$ cat src/rtl/pidc_pkg.sv
// ----------------------------------------------------------------------------
// pidc_pkg
// Shared widths, register indexes, reset values, status type and the signed
// 32-bit saturation function of the clamped PID controller.
// ----------------------------------------------------------------------------
package pidc_pkg;

   localparam int DATA_W   = 32;
   localparam int FRAC_W   = 16;
   localparam int OPW      = DATA_W + 1;
   localparam int LIMIT_W  = 31;
   localparam int SAT_W    = 2 * DATA_W + 2 - FRAC_W;
   localparam int DIV_STEPS = DATA_W + FRAC_W;

   localparam int MUL_DIGIT_W_DEF = 4;

   localparam int CSR_ADDR_W = 3;
   localparam logic [CSR_ADDR_W-1:0] CSR_GAIN_P      = 3'd0;
   localparam logic [CSR_ADDR_W-1:0] CSR_GAIN_I      = 3'd1;
   localparam logic [CSR_ADDR_W-1:0] CSR_GAIN_D      = 3'd2;
   localparam logic [CSR_ADDR_W-1:0] CSR_TARGET      = 3'd3;
   localparam logic [CSR_ADDR_W-1:0] CSR_WINDUP_LIM  = 3'd4;
   localparam logic [CSR_ADDR_W-1:0] CSR_DRIVE_LIM   = 3'd5;

   localparam logic signed [DATA_W-1:0] GAIN_P_RST = 32'sd65536;
   localparam logic signed [DATA_W-1:0] GAIN_I_RST = 32'sd6554;
   localparam logic signed [DATA_W-1:0] GAIN_D_RST = 32'sd655;
   localparam logic signed [DATA_W-1:0] TARGET_RST = 32'sd0;
   localparam logic [LIMIT_W-1:0] WINDUP_LIM_RST = 31'd6553600;
   localparam logic [LIMIT_W-1:0] DRIVE_LIM_RST  = 31'd6553600;

   localparam logic ACT_STEP  = 1'b0;
   localparam logic ACT_CLEAR = 1'b1;

   localparam logic signed [DATA_W-1:0] S32_MAX = {1'b0, {(DATA_W-1){1'b1}}};
   localparam logic signed [DATA_W-1:0] S32_MIN = {1'b1, {(DATA_W-1){1'b0}}};

   typedef struct packed {
      logic busy;
      logic done;
   } unit_stat_type;

   function automatic logic signed [DATA_W-1:0] sat32(input logic signed [SAT_W-1:0] v);
      logic all_one;
      logic all_zero;
      all_one  = &v[SAT_W-1:DATA_W-1];
      all_zero = ~|v[SAT_W-1:DATA_W-1];
      if (all_one || all_zero) begin
         return v[DATA_W-1:0];
      end else if (v[SAT_W-1]) begin
         return S32_MIN;
      end else begin
         return S32_MAX;
      end
   endfunction

endpackage

$ cat src/rtl/pidc_mul.sv
// ----------------------------------------------------------------------------
// pidc_mul
// Digit-serial signed multiplier: the second operand is consumed one digit
// per cycle from the low end, the partial sum shifts right into a low word.
// Gives the product shifted right by the fraction width (floor).
// ----------------------------------------------------------------------------
module pidc_mul #(
   parameter int DIGIT_W = pidc_pkg::MUL_DIGIT_W_DEF
) (
   input  logic                                  clock,
   input  logic                                  reset,
   input  logic                                  start,
   input  logic signed [pidc_pkg::OPW-1:0]       a,
   input  logic signed [pidc_pkg::OPW-1:0]       b,
   output pidc_pkg::unit_stat_type               stat,
   output logic signed [pidc_pkg::SAT_W-1:0]     prod_q
);

   localparam int DIGITS = (pidc_pkg::OPW + DIGIT_W - 1) / DIGIT_W;
   localparam int LO_W   = DIGITS * DIGIT_W;
   localparam int HI_W   = pidc_pkg::OPW + DIGIT_W + 1;
   localparam int CNT_W  = (DIGITS > 1) ? $clog2(DIGITS) : 1;
   localparam int PROD_W = HI_W + LO_W;
   localparam logic [CNT_W-1:0] LAST = CNT_W'(DIGITS - 1);

   logic signed [pidc_pkg::OPW-1:0] a_ff, a_in;
   logic signed [LO_W-1:0]          b_ff, b_in;
   logic signed [HI_W-1:0]          hi_ff, hi_in;
   logic [LO_W-1:0]                 lo_ff, lo_in;
   logic [CNT_W-1:0]                cnt_ff, cnt_in;
   logic                            busy_ff, busy_in;
   logic                            done_ff, done_in;

   logic signed [DIGIT_W:0]         dig;
   logic signed [HI_W-1:0]          pp;
   logic signed [HI_W-1:0]          tsum;
   logic [PROD_W-1:0]               prod;

   assign dig  = {((cnt_ff == LAST) ? b_ff[DIGIT_W-1] : 1'b0), b_ff[DIGIT_W-1:0]};
   assign pp   = a_ff * dig;
   assign tsum = hi_ff + pp;
   assign prod = {hi_ff, lo_ff};

   always_comb begin
      a_in    = a_ff;
      b_in    = b_ff;
      hi_in   = hi_ff;
      lo_in   = lo_ff;
      cnt_in  = cnt_ff;
      busy_in = busy_ff;
      done_in = 1'b0;
      if (start) begin
         a_in    = a;
         b_in    = LO_W'(b);
         hi_in   = '0;
         lo_in   = '0;
         cnt_in  = '0;
         busy_in = 1'b1;
      end else if (busy_ff) begin
         hi_in  = tsum >>> DIGIT_W;
         lo_in  = {tsum[DIGIT_W-1:0], lo_ff[LO_W-1:DIGIT_W]};
         b_in   = b_ff >>> DIGIT_W;
         cnt_in = cnt_ff + CNT_W'(1);
         if (cnt_ff == LAST) begin
            busy_in = 1'b0;
            done_in = 1'b1;
         end
      end
   end

   always_ff @(posedge clock) begin
      if (reset) begin
         cnt_ff  <= '0;
         busy_ff <= 1'b0;
         done_ff <= 1'b0;
      end else begin
         cnt_ff  <= cnt_in;
         busy_ff <= busy_in;
         done_ff <= done_in;
      end
      a_ff  <= a_in;
      b_ff  <= b_in;
      hi_ff <= hi_in;
      lo_ff <= lo_in;
   end

   assign stat.busy = busy_ff;
   assign stat.done = done_ff;
   assign prod_q    = prod[pidc_pkg::SAT_W+pidc_pkg::FRAC_W-1:pidc_pkg::FRAC_W];

endmodule

$ cat src/rtl/pidc_div.sv
// ----------------------------------------------------------------------------
// pidc_div
// Bit-serial restoring divider for the derivative: (num * 2^16) / den,
// truncated toward zero and saturated to signed 32 bits. One quotient bit
// per cycle, then a final step to sign and saturate.
// ----------------------------------------------------------------------------
module pidc_div (
   input  logic                                  clock,
   input  logic                                  reset,
   input  logic                                  start,
   input  logic signed [pidc_pkg::OPW-1:0]       num,
   input  logic [pidc_pkg::DATA_W-1:0]           den,
   output pidc_pkg::unit_stat_type               stat,
   output logic signed [pidc_pkg::DATA_W-1:0]    quot
);

   localparam int DW    = pidc_pkg::DATA_W;
   localparam int QW    = pidc_pkg::DIV_STEPS;
   localparam int CNT_W = $clog2(QW + 1);
   localparam logic [CNT_W-1:0] LAST_STEP = CNT_W'(QW);

   logic                   neg_ff, neg_in;
   logic [DW-1:0]          den_ff, den_in;
   logic [DW-1:0]          rem_ff, rem_in;
   logic [QW-1:0]          dvd_ff, dvd_in;
   logic [CNT_W-1:0]       cnt_ff, cnt_in;
   logic                   busy_ff, busy_in;
   logic                   done_ff, done_in;
   logic signed [DW-1:0]   quot_ff, quot_in;

   logic [pidc_pkg::OPW-1:0] mag;
   logic [DW:0]              trial;
   logic [DW:0]              tdiff;
   logic                     qbit;
   logic [DW-1:0]            qneg;

   assign mag   = num[pidc_pkg::OPW-1] ? -num : num;
   assign trial = {rem_ff, dvd_ff[QW-1]};
   assign tdiff = trial - {1'b0, den_ff};
   assign qbit  = ~tdiff[DW];
   assign qneg  = -dvd_ff[DW-1:0];

   always_comb begin
      neg_in  = neg_ff;
      den_in  = den_ff;
      rem_in  = rem_ff;
      dvd_in  = dvd_ff;
      cnt_in  = cnt_ff;
      busy_in = busy_ff;
      quot_in = quot_ff;
      done_in = 1'b0;
      if (start) begin
         neg_in  = num[pidc_pkg::OPW-1];
         den_in  = den;
         rem_in  = '0;
         dvd_in  = {mag[DW-1:0], {pidc_pkg::FRAC_W{1'b0}}};
         cnt_in  = '0;
         busy_in = 1'b1;
      end else if (busy_ff) begin
         if (cnt_ff == LAST_STEP) begin
            busy_in = 1'b0;
            done_in = 1'b1;
            if (!neg_ff) begin
               if (|dvd_ff[QW-1:DW-1]) begin
                  quot_in = pidc_pkg::S32_MAX;
               end else begin
                  quot_in = dvd_ff[DW-1:0];
               end
            end else begin
               if ((|dvd_ff[QW-1:DW]) || (dvd_ff[DW-1] && (|dvd_ff[DW-2:0]))) begin
                  quot_in = pidc_pkg::S32_MIN;
               end else begin
                  quot_in = qneg;
               end
            end
         end else begin
            rem_in = qbit ? tdiff[DW-1:0] : trial[DW-1:0];
            dvd_in = {dvd_ff[QW-2:0], qbit};
            cnt_in = cnt_ff + CNT_W'(1);
         end
      end
   end

   always_ff @(posedge clock) begin
      if (reset) begin
         cnt_ff  <= '0;
         busy_ff <= 1'b0;
         done_ff <= 1'b0;
      end else begin
         cnt_ff  <= cnt_in;
         busy_ff <= busy_in;
         done_ff <= done_in;
      end
      neg_ff  <= neg_in;
      den_ff  <= den_in;
      rem_ff  <= rem_in;
      dvd_ff  <= dvd_in;
      quot_ff <= quot_in;
   end

   assign stat.busy = busy_ff;
   assign stat.done = done_ff;
   assign quot      = quot_ff;

endmodule

$ cat src/rtl/pid_controller_clamped.sv
// ----------------------------------------------------------------------------
// pid_controller_clamped
// Signed Q16.16 PID step with integral windup clamp and drive clamp.
// In a step item the derivative quotient comes from a 48-step bit-serial
// divider (one bit per cycle plus a final saturation step), and the
// derivative product follows it on the shared digit-serial multiplier,
// which works through ceil(33 / MUL_DIGIT_W) digits per product (9 at the
// default). The error times time_step product and the two P and I products
// run on that multiplier while the divider works. A zero time step skips
// the divider. A clear item's all-zero result is registered and then moved
// into the output register from ST_DONE once that register is free. One
// item is in work at a time; the next is taken while the previous result
// waits in the output register.
// ----------------------------------------------------------------------------
module pid_controller_clamped #(
   parameter int MUL_DIGIT_W = pidc_pkg::MUL_DIGIT_W_DEF
) (
   input  logic                                 clock,
   input  logic                                 reset,
   input  logic                                 req_tvalid,
   output logic                                 req_tready,
   input  logic [63:0]                          req_tdata,  // measurement, time_step
   input  logic [0:0]                           req_tuser,  // action
   output logic                                 rsp_tvalid,
   input  logic                                 rsp_tready,
   output logic [63:0]                          rsp_tdata,  // drive, p_plus_i
   output logic [0:0]                           rsp_tuser,  // drive_saturated
   input  logic                                 csr_we,
   input  logic [pidc_pkg::CSR_ADDR_W-1:0]      csr_addr,
   input  logic [pidc_pkg::DATA_W-1:0]          csr_wdata
);

   localparam int DW  = pidc_pkg::DATA_W;
   localparam int OW  = pidc_pkg::OPW;
   localparam int SW  = pidc_pkg::SAT_W;
   localparam int LW  = pidc_pkg::LIMIT_W;
   localparam int SUM_W = DW + 2;

   localparam logic [3:0] ST_IDLE      = 4'd0;
   localparam logic [3:0] ST_LOAD      = 4'd1;
   localparam logic [3:0] ST_WAIT_I    = 4'd2;
   localparam logic [3:0] ST_LAUNCH_P  = 4'd3;
   localparam logic [3:0] ST_WAIT_P    = 4'd4;
   localparam logic [3:0] ST_LAUNCH_II = 4'd5;
   localparam logic [3:0] ST_WAIT_II   = 4'd6;
   localparam logic [3:0] ST_LAUNCH_D  = 4'd7;
   localparam logic [3:0] ST_WAIT_D    = 4'd8;
   localparam logic [3:0] ST_FINISH    = 4'd9;
   localparam logic [3:0] ST_DONE      = 4'd10;

   logic [3:0]             state_ff, state_in;

   logic signed [DW-1:0]   gain_p_ff, gain_p_in;
   logic signed [DW-1:0]   gain_i_ff, gain_i_in;
   logic signed [DW-1:0]   gain_d_ff, gain_d_in;
   logic signed [DW-1:0]   target_ff, target_in;
   logic [LW-1:0]          windup_ff, windup_in;
   logic [LW-1:0]          drv_lim_ff, drv_lim_in;

   logic signed [DW-1:0]   integ_ff, integ_in;
   logic signed [DW-1:0]   last_err_ff, last_err_in;
   logic signed [DW-1:0]   err_ff, err_in;
   logic [DW-1:0]          dt_ff, dt_in;
   logic signed [DW-1:0]   d_ff, d_in;
   logic                   d_valid_ff, d_valid_in;
   logic signed [DW-1:0]   tp_ff, tp_in;
   logic signed [DW-1:0]   ti_ff, ti_in;
   logic signed [DW-1:0]   td_ff, td_in;
   logic signed [DW-1:0]   res_drive_ff, res_drive_in;
   logic signed [DW-1:0]   res_pi_ff, res_pi_in;
   logic                   res_sat_ff, res_sat_in;
   logic signed [DW-1:0]   rsp_drive_ff, rsp_drive_in;
   logic signed [DW-1:0]   rsp_pi_ff, rsp_pi_in;
   logic                   rsp_sat_ff, rsp_sat_in;
   logic                   rsp_valid_ff, rsp_valid_in;

   logic                   req_fire;
   logic signed [DW-1:0]   req_meas;
   logic [DW-1:0]          req_dt;
   logic signed [DW-1:0]   err_new;
   logic                   dt_zero;

   logic                   mul_start;
   logic signed [OW-1:0]   mul_a;
   logic signed [OW-1:0]   mul_b;
   pidc_pkg::unit_stat_type mul_stat;
   logic signed [SW-1:0]   mul_q;

   logic                   div_start;
   logic signed [OW-1:0]   div_num;
   pidc_pkg::unit_stat_type div_stat;
   logic signed [DW-1:0]   div_q;

   logic signed [SW-1:0]   integ_acc;
   logic signed [SW-1:0]   win_lim;
   logic signed [SW-1:0]   win_neg;
   logic signed [SUM_W-1:0] drive_sum;
   logic signed [SUM_W-1:0] drv_lim;
   logic signed [SUM_W-1:0] drv_neg;

   logic signed [OW-1:0]   integ_chk;
   logic signed [OW-1:0]   win_chk;
   logic signed [OW-1:0]   drive_chk;
   logic signed [OW-1:0]   drv_chk;

   assign req_fire = req_tvalid && req_tready;
   assign req_meas = req_tdata[DW-1:0];
   assign req_dt   = req_tdata[2*DW-1:DW];
   assign err_new  = pidc_pkg::sat32(SW'(OW'(target_ff) - OW'(req_meas)));
   assign dt_zero  = (dt_ff == '0);
   assign div_num  = OW'(err_ff) - OW'(last_err_ff);

   assign integ_acc = SW'(integ_ff) + mul_q;
   assign win_lim   = $signed({{(SW-LW){1'b0}}, windup_ff});
   assign win_neg   = -win_lim;
   assign drive_sum = SUM_W'(tp_ff) + SUM_W'(ti_ff) + SUM_W'(td_ff);
   assign drv_lim   = $signed({{(SUM_W-LW){1'b0}}, drv_lim_ff});
   assign drv_neg   = -drv_lim;

   pidc_mul #(
      .DIGIT_W (MUL_DIGIT_W)
   ) u_mul (
      .clock  (clock),
      .reset  (reset),
      .start  (mul_start),
      .a      (mul_a),
      .b      (mul_b),
      .stat   (mul_stat),
      .prod_q (mul_q)
   );

   pidc_div u_div (
      .clock (clock),
      .reset (reset),
      .start (div_start),
      .num   (div_num),
      .den   (dt_ff),
      .stat  (div_stat),
      .quot  (div_q)
   );

   always_comb begin
      gain_p_in    = gain_p_ff;
      gain_i_in    = gain_i_ff;
      gain_d_in    = gain_d_ff;
      target_in    = target_ff;
      windup_in    = windup_ff;
      drv_lim_in   = drv_lim_ff;
      state_in     = state_ff;
      integ_in     = integ_ff;
      last_err_in  = last_err_ff;
      err_in       = err_ff;
      dt_in        = dt_ff;
      d_in         = d_ff;
      d_valid_in   = d_valid_ff;
      tp_in        = tp_ff;
      ti_in        = ti_ff;
      td_in        = td_ff;
      res_drive_in = res_drive_ff;
      res_pi_in    = res_pi_ff;
      res_sat_in   = res_sat_ff;
      rsp_drive_in = rsp_drive_ff;
      rsp_pi_in    = rsp_pi_ff;
      rsp_sat_in   = rsp_sat_ff;
      rsp_valid_in = rsp_valid_ff;
      mul_start    = 1'b0;
      mul_a        = OW'(err_ff);
      mul_b        = '0;
      div_start    = 1'b0;

      if (csr_we) begin
         unique case (csr_addr)
            pidc_pkg::CSR_GAIN_P:     gain_p_in  = csr_wdata;
            pidc_pkg::CSR_GAIN_I:     gain_i_in  = csr_wdata;
            pidc_pkg::CSR_GAIN_D:     gain_d_in  = csr_wdata;
            pidc_pkg::CSR_TARGET:     target_in  = csr_wdata;
            pidc_pkg::CSR_WINDUP_LIM: windup_in  = csr_wdata[LW-1:0];
            pidc_pkg::CSR_DRIVE_LIM:  drv_lim_in = csr_wdata[LW-1:0];
            default: ;
         endcase
      end

      // drop the result once its transfer completes
      if (rsp_valid_ff && rsp_tready) begin
         rsp_valid_in = 1'b0;
      end

      // hold the derivative quotient
      if (div_stat.done) begin
         d_in       = div_q;
         d_valid_in = 1'b1;
      end

      unique case (state_ff)
         ST_IDLE: begin
            if (req_fire) begin
               if (req_tuser[0] == pidc_pkg::ACT_CLEAR) begin
                  integ_in     = '0;
                  last_err_in  = '0;
                  res_drive_in = '0;
                  res_pi_in    = '0;
                  res_sat_in   = 1'b0;
                  state_in     = ST_DONE;
               end else begin
                  err_in   = err_new;
                  dt_in    = req_dt;
                  state_in = ST_LOAD;
               end
            end
         end
         ST_LOAD: begin
            mul_start   = 1'b1;
            mul_a       = OW'(err_ff);
            mul_b       = {1'b0, dt_ff};
            div_start   = !dt_zero;
            last_err_in = err_ff;
            d_in        = '0;
            d_valid_in  = 1'b0;
            state_in    = ST_WAIT_I;
         end
         ST_WAIT_I: begin
            if (mul_stat.done) begin
               if (integ_acc > win_lim) begin
                  integ_in = win_lim[DW-1:0];
               end else if (integ_acc < win_neg) begin
                  integ_in = win_neg[DW-1:0];
               end else begin
                  integ_in = integ_acc[DW-1:0];
               end
               state_in = ST_LAUNCH_P;
            end
         end
         ST_LAUNCH_P: begin
            mul_start = 1'b1;
            mul_a     = OW'(gain_p_ff);
            mul_b     = OW'(err_ff);
            state_in  = ST_WAIT_P;
         end
         ST_WAIT_P: begin
            if (mul_stat.done) begin
               tp_in    = pidc_pkg::sat32(mul_q);
               state_in = ST_LAUNCH_II;
            end
         end
         ST_LAUNCH_II: begin
            mul_start = 1'b1;
            mul_a     = OW'(gain_i_ff);
            mul_b     = OW'(integ_ff);
            state_in  = ST_WAIT_II;
         end
         ST_WAIT_II: begin
            if (mul_stat.done) begin
               ti_in    = pidc_pkg::sat32(mul_q);
               state_in = ST_LAUNCH_D;
            end
         end
         ST_LAUNCH_D: begin
            if (dt_zero || d_valid_ff) begin
               mul_start = 1'b1;
               mul_a     = OW'(gain_d_ff);
               mul_b     = OW'(d_ff);
               state_in  = ST_WAIT_D;
            end
         end
         ST_WAIT_D: begin
            if (mul_stat.done) begin
               td_in    = pidc_pkg::sat32(mul_q);
               state_in = ST_FINISH;
            end
         end
         ST_FINISH: begin
            if (drive_sum > drv_lim) begin
               res_drive_in = drv_lim[DW-1:0];
               res_sat_in   = 1'b1;
            end else if (drive_sum < drv_neg) begin
               res_drive_in = drv_neg[DW-1:0];
               res_sat_in   = 1'b1;
            end else begin
               res_drive_in = drive_sum[DW-1:0];
               res_sat_in   = 1'b0;
            end
            res_pi_in = pidc_pkg::sat32(SW'(OW'(tp_ff) + OW'(ti_ff)));
            state_in  = ST_DONE;
         end
         ST_DONE: begin
            if (!rsp_valid_ff || rsp_tready) begin
               rsp_drive_in = res_drive_ff;
               rsp_pi_in    = res_pi_ff;
               rsp_sat_in   = res_sat_ff;
               rsp_valid_in = 1'b1;
               state_in     = ST_IDLE;
            end
         end
         default: state_in = ST_IDLE;
      endcase
   end

   always_ff @(posedge clock) begin
      if (reset) begin
         state_ff     <= ST_IDLE;
         gain_p_ff    <= pidc_pkg::GAIN_P_RST;
         gain_i_ff    <= pidc_pkg::GAIN_I_RST;
         gain_d_ff    <= pidc_pkg::GAIN_D_RST;
         target_ff    <= pidc_pkg::TARGET_RST;
         windup_ff    <= pidc_pkg::WINDUP_LIM_RST;
         drv_lim_ff   <= pidc_pkg::DRIVE_LIM_RST;
         integ_ff     <= '0;
         last_err_ff  <= '0;
         d_valid_ff   <= 1'b0;
         rsp_valid_ff <= 1'b0;
      end else begin
         state_ff     <= state_in;
         gain_p_ff    <= gain_p_in;
         gain_i_ff    <= gain_i_in;
         gain_d_ff    <= gain_d_in;
         target_ff    <= target_in;
         windup_ff    <= windup_in;
         drv_lim_ff   <= drv_lim_in;
         integ_ff     <= integ_in;
         last_err_ff  <= last_err_in;
         d_valid_ff   <= d_valid_in;
         rsp_valid_ff <= rsp_valid_in;
      end
      err_ff       <= err_in;
      dt_ff        <= dt_in;
      d_ff         <= d_in;
      tp_ff        <= tp_in;
      ti_ff        <= ti_in;
      td_ff        <= td_in;
      res_drive_ff <= res_drive_in;
      res_pi_ff    <= res_pi_in;
      res_sat_ff   <= res_sat_in;
      rsp_drive_ff <= rsp_drive_in;
      rsp_pi_ff    <= rsp_pi_in;
      rsp_sat_ff   <= rsp_sat_in;
   end

   assign req_tready = (state_ff == ST_IDLE);
   assign rsp_tvalid = rsp_valid_ff;
   assign rsp_tdata  = {rsp_pi_ff, rsp_drive_ff};
   assign rsp_tuser  = rsp_sat_ff;

   assign integ_chk = OW'(integ_ff);
   assign win_chk   = $signed({2'b00, windup_ff});
   assign drive_chk = OW'(res_drive_ff);
   assign drv_chk   = $signed({2'b00, drv_lim_ff});

   a_mul_start_idle: assert property (@(posedge clock) disable iff (reset)
      mul_start |-> !mul_stat.busy)
      else $error("multiplier started while busy");

   a_clear_zeroes: assert property (@(posedge clock) disable iff (reset)
      (req_fire && (req_tuser[0] == pidc_pkg::ACT_CLEAR)) |=>
      (state_ff == ST_DONE && integ_ff == '0 && last_err_ff == '0))
      else $error("clear did not zero the controller state");

   a_integ_clamped: assert property (@(posedge clock) disable iff (reset)
      (state_ff == ST_WAIT_I && mul_stat.done) |=>
      (integ_chk <= $past(win_chk) && integ_chk >= -$past(win_chk)))
      else $error("integral outside windup limit");

   a_drive_clamped: assert property (@(posedge clock) disable iff (reset)
      (state_ff == ST_FINISH) |=>
      (drive_chk <= $past(drv_chk) && drive_chk >= -$past(drv_chk)))
      else $error("drive outside drive limit");

   a_div_settled: assert property (@(posedge clock) disable iff (reset)
      (state_ff == ST_WAIT_D) |-> !div_stat.busy)
      else $error("derivative product started before the quotient settled");

endmodule
$ cat config.mk
export PLATFORM = sky130hd
export DESIGN_NAME = pid_controller_clamped
export DESIGN_NICKNAME = d
export VERILOG_FILES = /design/src/rtl/pidc_pkg.sv /design/src/rtl/pidc_mul.sv /design/src/rtl/pidc_div.sv /design/src/rtl/pid_controller_clamped.sv
export SDC_FILE = /design/constraint.sdc
export NUM_CORES = 2
export LEC_CHECK = 0
export ABC_CLOCK_PERIOD_IN_PS = 5100
export BUFFER_PORTS_ARGS = -buffer_cell sky130_fd_sc_hd__buf_2
export CAP_MARGIN = 5
export CORE_ASPECT_RATIO = 0.7
export CORE_UTILIZATION = 45
export CTS_CLUSTER_SIZE = 20
export DETAILED_ROUTE_END_ITERATION = 8
export GPL_TIMING_DRIVEN = 1
export PLACE_DENSITY_LB_ADDON = 0.1
export SYNTH_ARGS = -nofsm -noshare
export SYNTH_HDL_FRONTEND = slang
export SYNTH_HIERARCHICAL = 1
export SYNTH_SLANG_ARGS = --single-unit
$ cat constraint.sdc
create_clock -name clock -period 5.1 [get_ports clock]
set_input_delay 0.255 -clock clock [delete_from_list [all_inputs] [get_ports clock]]
set_output_delay 0.255 -clock clock [all_outputs]
set_load 0.02 [all_outputs]
**Word level (Yosys, flattened, before mapping)**

Index checks and enable logic that the tools add are counted.

- Input port bits: 105
- Word-level logic and storage cells: 206
- Flip-flop bits (word level): 880

- Add/subtract/negate cells: 14
- $mul: 1
- Reduce and logical (&&, ||, !) cells: 55
- Equal/unequal tests: 26
- Muxes and demuxes: 60
- Bitwise operators: 6
- Order comparisons: 4

Operators with widths:

| operator | count |
|---|---|
| $mux 32 | 18 |
| $pmux 32 s2 | 4 |
| $mux 48 | 3 |
| $pmux 33 s4 | 1 |
| $pmux 33 s3 | 1 |
| $add 32x32->33 | 2 |
| $mux 33 | 2 |
| $sub 32x32->33 | 2 |
| $neg 32->32 | 2 |
| $reduce_and 19->1 | 3 |
| $reduce_or 19->1 | 3 |
| $add 32x50->50 | 1 |
| $gt 50x32->1 | 1 |
| $lt 50x50->1 | 1 |
| $neg 31->50 | 1 |
| $pmux 4 s11 | 1 |
| $add 34x38->38 | 1 |
| $mul 33x5->38 | 1 |
| $mux 36 | 1 |
| $mux 35 | 1 |
| $add 33x32->34 | 1 |
| $gt 34x32->1 | 1 |
| $lt 34x34->1 | 1 |
| $neg 31->34 | 1 |
| 33 further kinds | 112 |

**Depth between registers and ports, before layout**

- Word-level depth: 6
- Mapped depth: 28

**Hierarchy**

Netlist, hierarchy kept.

By module, submodules not included:

| module | instances | seq. area each (µm²) | area each (µm²) | cells an instance |
|---|---|---|---|---|
| pid_controller_clamped | 1 | 14554.0 | 37298.3 | 4168 |
| pidc_mul | 1 | 3213.1 | 11773.8 | 1203 |
| pidc_div | 1 | 4033.9 | 9127.5 | 1046 |

**Worst setup path after synthesis**

Ideal clock, no wire load.

- Path kind: flip-flop to flip-flop
- Start: register dt_ff[24]
- End: register u_mul.b_ff[0] (enable)
- Data required time: 4.712 ns
- Buffers on the path: 3
- Cell stages (with the launch flop): 11
- Arrival time: 5.241 ns
- Slack: -0.528 ns
- Cell sequence: edfxtp_1 nor4_1 nand4_1 nor2_1 nor2_1 a311oi_1 clkbuf_1 nor2_1 clkbuf_1 clkbuf_1 inv_1

- Longest elaborated chain between the ends: 5

RTL lines:

| element | line | source |
|---|---|---|
| from (decl) | pid_controller_clamped.sv:63 | `logic [DW-1:0] dt_ff, dt_in;` |
| from (signal assigned) | pid_controller_clamped.sv:325 | `dt_ff <= dt_in;` |
| $logic_not 32->1 | pid_controller_clamped.sv:110 | `assign dt_zero = (dt_ff == '0);` |
| $logic_or 1x1->1 | pid_controller_clamped.sv:258 | `if (dt_zero \|\| d_valid_ff) begin` |
| $mux 1 | pid_controller_clamped.sv:258 |  |
| $pmux 1 s2 | pid_controller_clamped.sv:194 | `unique case (state_ff)` |
| via mul_start | pid_controller_clamped.sv:83 | `logic mul_start;` |
| $reduce_bool 2->1 (no source line) | n/a |  |
| to (signal assigned) | pidc_mul.sv:82 | `b_ff <= b_in;` |
| to (decl) | pidc_mul.sv:27 | `logic signed [LO_W-1:0] b_ff, b_in;` |

The timed path passes the listed nets, and every way through them passes these cells.
A chain may end at the register's enable or synchronous reset.

**Worst setup path after layout**

- Start: register windup_ff[9]
- End: register integ_ff[28]

- Longest elaborated chain between the ends: 6
- Elaborated cells between the ends (all ways): 7

RTL lines:

| element | line | source |
|---|---|---|
| from (decl) | pid_controller_clamped.sv:57 | `logic [LW-1:0] windup_ff, windup_in;` |
| from (signal assigned) | pid_controller_clamped.sv:305 | `windup_ff <= pidc_pkg::WINDUP_LIM_RST;` |
| from (signal assigned) | pid_controller_clamped.sv:317 | `windup_ff <= windup_in;` |
| $neg 31->50 | pid_controller_clamped.sv:115 | `assign win_neg = -win_lim;` |
| $lt 50x50->1 | pid_controller_clamped.sv:225 | `end else if (integ_acc < win_neg) begin` |
| $mux 32 | pid_controller_clamped.sv:225 |  |
| $mux 32 (*) | pid_controller_clamped.sv:223 | `if (integ_acc > win_lim) begin` |
| $mux 32 (*) | pid_controller_clamped.sv:222 | `if (mul_stat.done) begin` |
| $pmux 32 s2 (*) | pid_controller_clamped.sv:194 |  |
| to (signal assigned) | pid_controller_clamped.sv:319 | `integ_ff <= integ_in;` |
| to (decl) | pid_controller_clamped.sv:60 | `logic signed [DW-1:0] integ_ff, integ_in;` |

Mark *: on every way between the ends. The rest lies on a longest branch, timed or not. The select of a mux whose other input is x is not followed.

==> metrics.txt <==
outcome=finished with violations; failing checks=DRC, setup timing; crit path kind=flip-flop to flip-flop; final HPWL from detailed placement=roughly 160000 µm; dpl cells=8726; Clock Skew=approximately 0.04 ns; fin crit share=1.14; Root Driver=clkbuf_16; Reg power frac=0.213; Pleak=a little over 30 nW; Achievable Freq=approximately 0.17 GHz; syn_area_per_cell=9.07 µm²; Clk pin slew, worst setup/hold paths=around 0.070 ns; max incr delay on CP=0.55 ns; H-tree levels=3; Max Buffers Root-to-Sink=3; Cell Area, Synth=a little under 0.06 mm²; initial antenna violation count=13; VDD IR-drop max=around 1000 µV; Final Setup Violations=74; pin count of the biggest net entering global routing=approximately 210; die footprint=roughly 0.13 mm²; port bufs=about 170; layout net count=7961; first-pass GRT wire length=about 310000 µm; internal power=26.6 mW; P_sw=around 22 mW; Area Growth Syn to Fin=24.8%; power per cell area=between 600 and 700 mW/mm²; Num CTS Buffers=90; worst path required time=between 5 and 6 ns; Clock Sinks=862; Critical Path Fanout Max=7; Slew @ Worst Pin=~1.2 ns; crit end category=flip-flop; total track usage=0.318; Post-Syn Nets=slightly above 7000; Gate power share=0.636; Worst path slowest cell=or4_4; count of final hold-check violations=0; Power, Total=about 48 mW; DRT Wirelength=~210000 µm; number of global-route vias before repair=around 48000; worst min path class=input port to flip-flop; Routed Antenna Nets=0; Placer Congestion=about 0.96; mean routed wirelength per cell=23.5 µm; Arrival @ worst endpoint=roughly 6.4 ns; synthesized instance count=between 6000 and 7000; Final Max Tran Viols=0; fin crit period=about 5.8 ns; CTS tree=yes; clock network fraction of total power=0.151; DR pass1 iterations=9; setup TNS=-34.92 ns; Synth Warn #=6; Die H=303 µm; via count=around 53000; I/O pin count=172; max-cap violations=0; DRC errors left=13; Starting Density=0.457; Setup crit start kind=flip-flop; vias per inst=between 5 and 6; Sw Ratio=0.448; Row Count=approximately 110; Horiz. Die Dim=around 430 µm; gr ovfl total=0; Setup WS post-layout=-0.703 ns; Post-Layout Inst Area=between 0.07 and 0.08 mm²; Worst-Skew Late Latency=0.73 ns; Non-Filler Instances=between 9000 and 10000; unrepaired setup endpoints after global routing=yes; DRT iter0 DRCs=approximately 6700; Core Footprint=0.127 mm²; slew margin rel.=0.202; fraction of layout cells with a size suffix above 1=0.213; Placed Instance Area=between 0.06 and 0.07 mm²
-- flip-flops by register name, indices dropped and copies added (netlist names), 33 cells and up --
name / cells
u_mul/a_ff: 33
u_mul/hi_ff: 34
u_mul/b_ff: 34
u_div/dvd_ff: 48
-- layer usage --
layer	routed length (µm)	global-route usage
met1	103000	0.501
met4	4960	0.0698
met3	26100	0.108
met5	107	0
met2	78800	0.405
-- worst paths after layout --
path                          startpoint                        end  slack (ns)  cells after the start
min reg2reg  res_pi_ff[13]$_SDFFCE_PN0P_    rsp_pi_ff[13]$_DFFE_PP_        0.42                      0
min                         req_tdata[1]        err_ff[1]$_DFFE_PP_        0.05                      3
max reg2reg    windup_ff[9]$_SDFFE_PP0P_  integ_ff[28]$_SDFFE_PP0P_       -0.70                     26
max            windup_ff[9]$_SDFFE_PP0P_  integ_ff[28]$_SDFFE_PP0P_       -0.70                     26
-- critical path: cells and delay by family (launching register included) --
kind / cells / cell delay (ns)
xor+xnor: 1 / 0.12
buf+inv: 5 / 0.69
simple gates: 10 / 2.18
flops: 1 / 0.32
mux: 2 / 0.48
fa+ha+maj: 1 / 0.21
compound gates: 7 / 1.65
-- layout by cell type, fill, tap and decap left out, types with 174 or more instances in the layout --
cell type	n
a21oi_1	473
buf_4	765
dfxtp_1	395
edfxtp_1	454
ha_1	397
inv_1	473
nand2_1	942
nor2_1	367
o21ai_0	230
xnor2_1	174
-- timing repair --
item,in CTS,in global routing
cloned,9,2
endpoints found under the hold margin,232,0
resized for setup,216,181
pin swaps,90,118
hold buffers,66,0
buffers inserted,42,39
endpoints found under the setup margin,81,89
-- power groups by stage --
stage | sequential (mW) | combinational, mW | clock, mW
CTS | 10.2 | 27.7 | 7.35
global placement | 10.3 | 26.1 | 0
finish | 10.2 | 30.6 | 7.26
detailed placement | 10.3 | 26.2 | 0
global route | 10.3 | 33.5 | 7.62
floorplan | 9.75 | 17.2 | 0
-- final cells by class --
cell class	count	area, µm²
antenna	3	7.51
clock buffer	117	2510
clock inverter	52	683
fill	11400	54600
inverter	489	1850
multi-input combinational	4731	35100
sequential	862	21800
tap	1720	2150
timing repair buffer	1076	8510
-- stage by stage --
step / util / hold slack, ns / setup slack, ns
finish: 0.571 / 0.0525 / -0.703
CTS: 0.561 / 0.0324 / -0.544
global route: 0.571 / 0.0531 / -0.867
floorplan: - / 0.324 / -0.155
global placement: 0.519 / 0.400 / -0.688
detailed placement: 0.519 / 0.405 / -0.781
No activity file was read; power rests on OpenSTA's default activity.
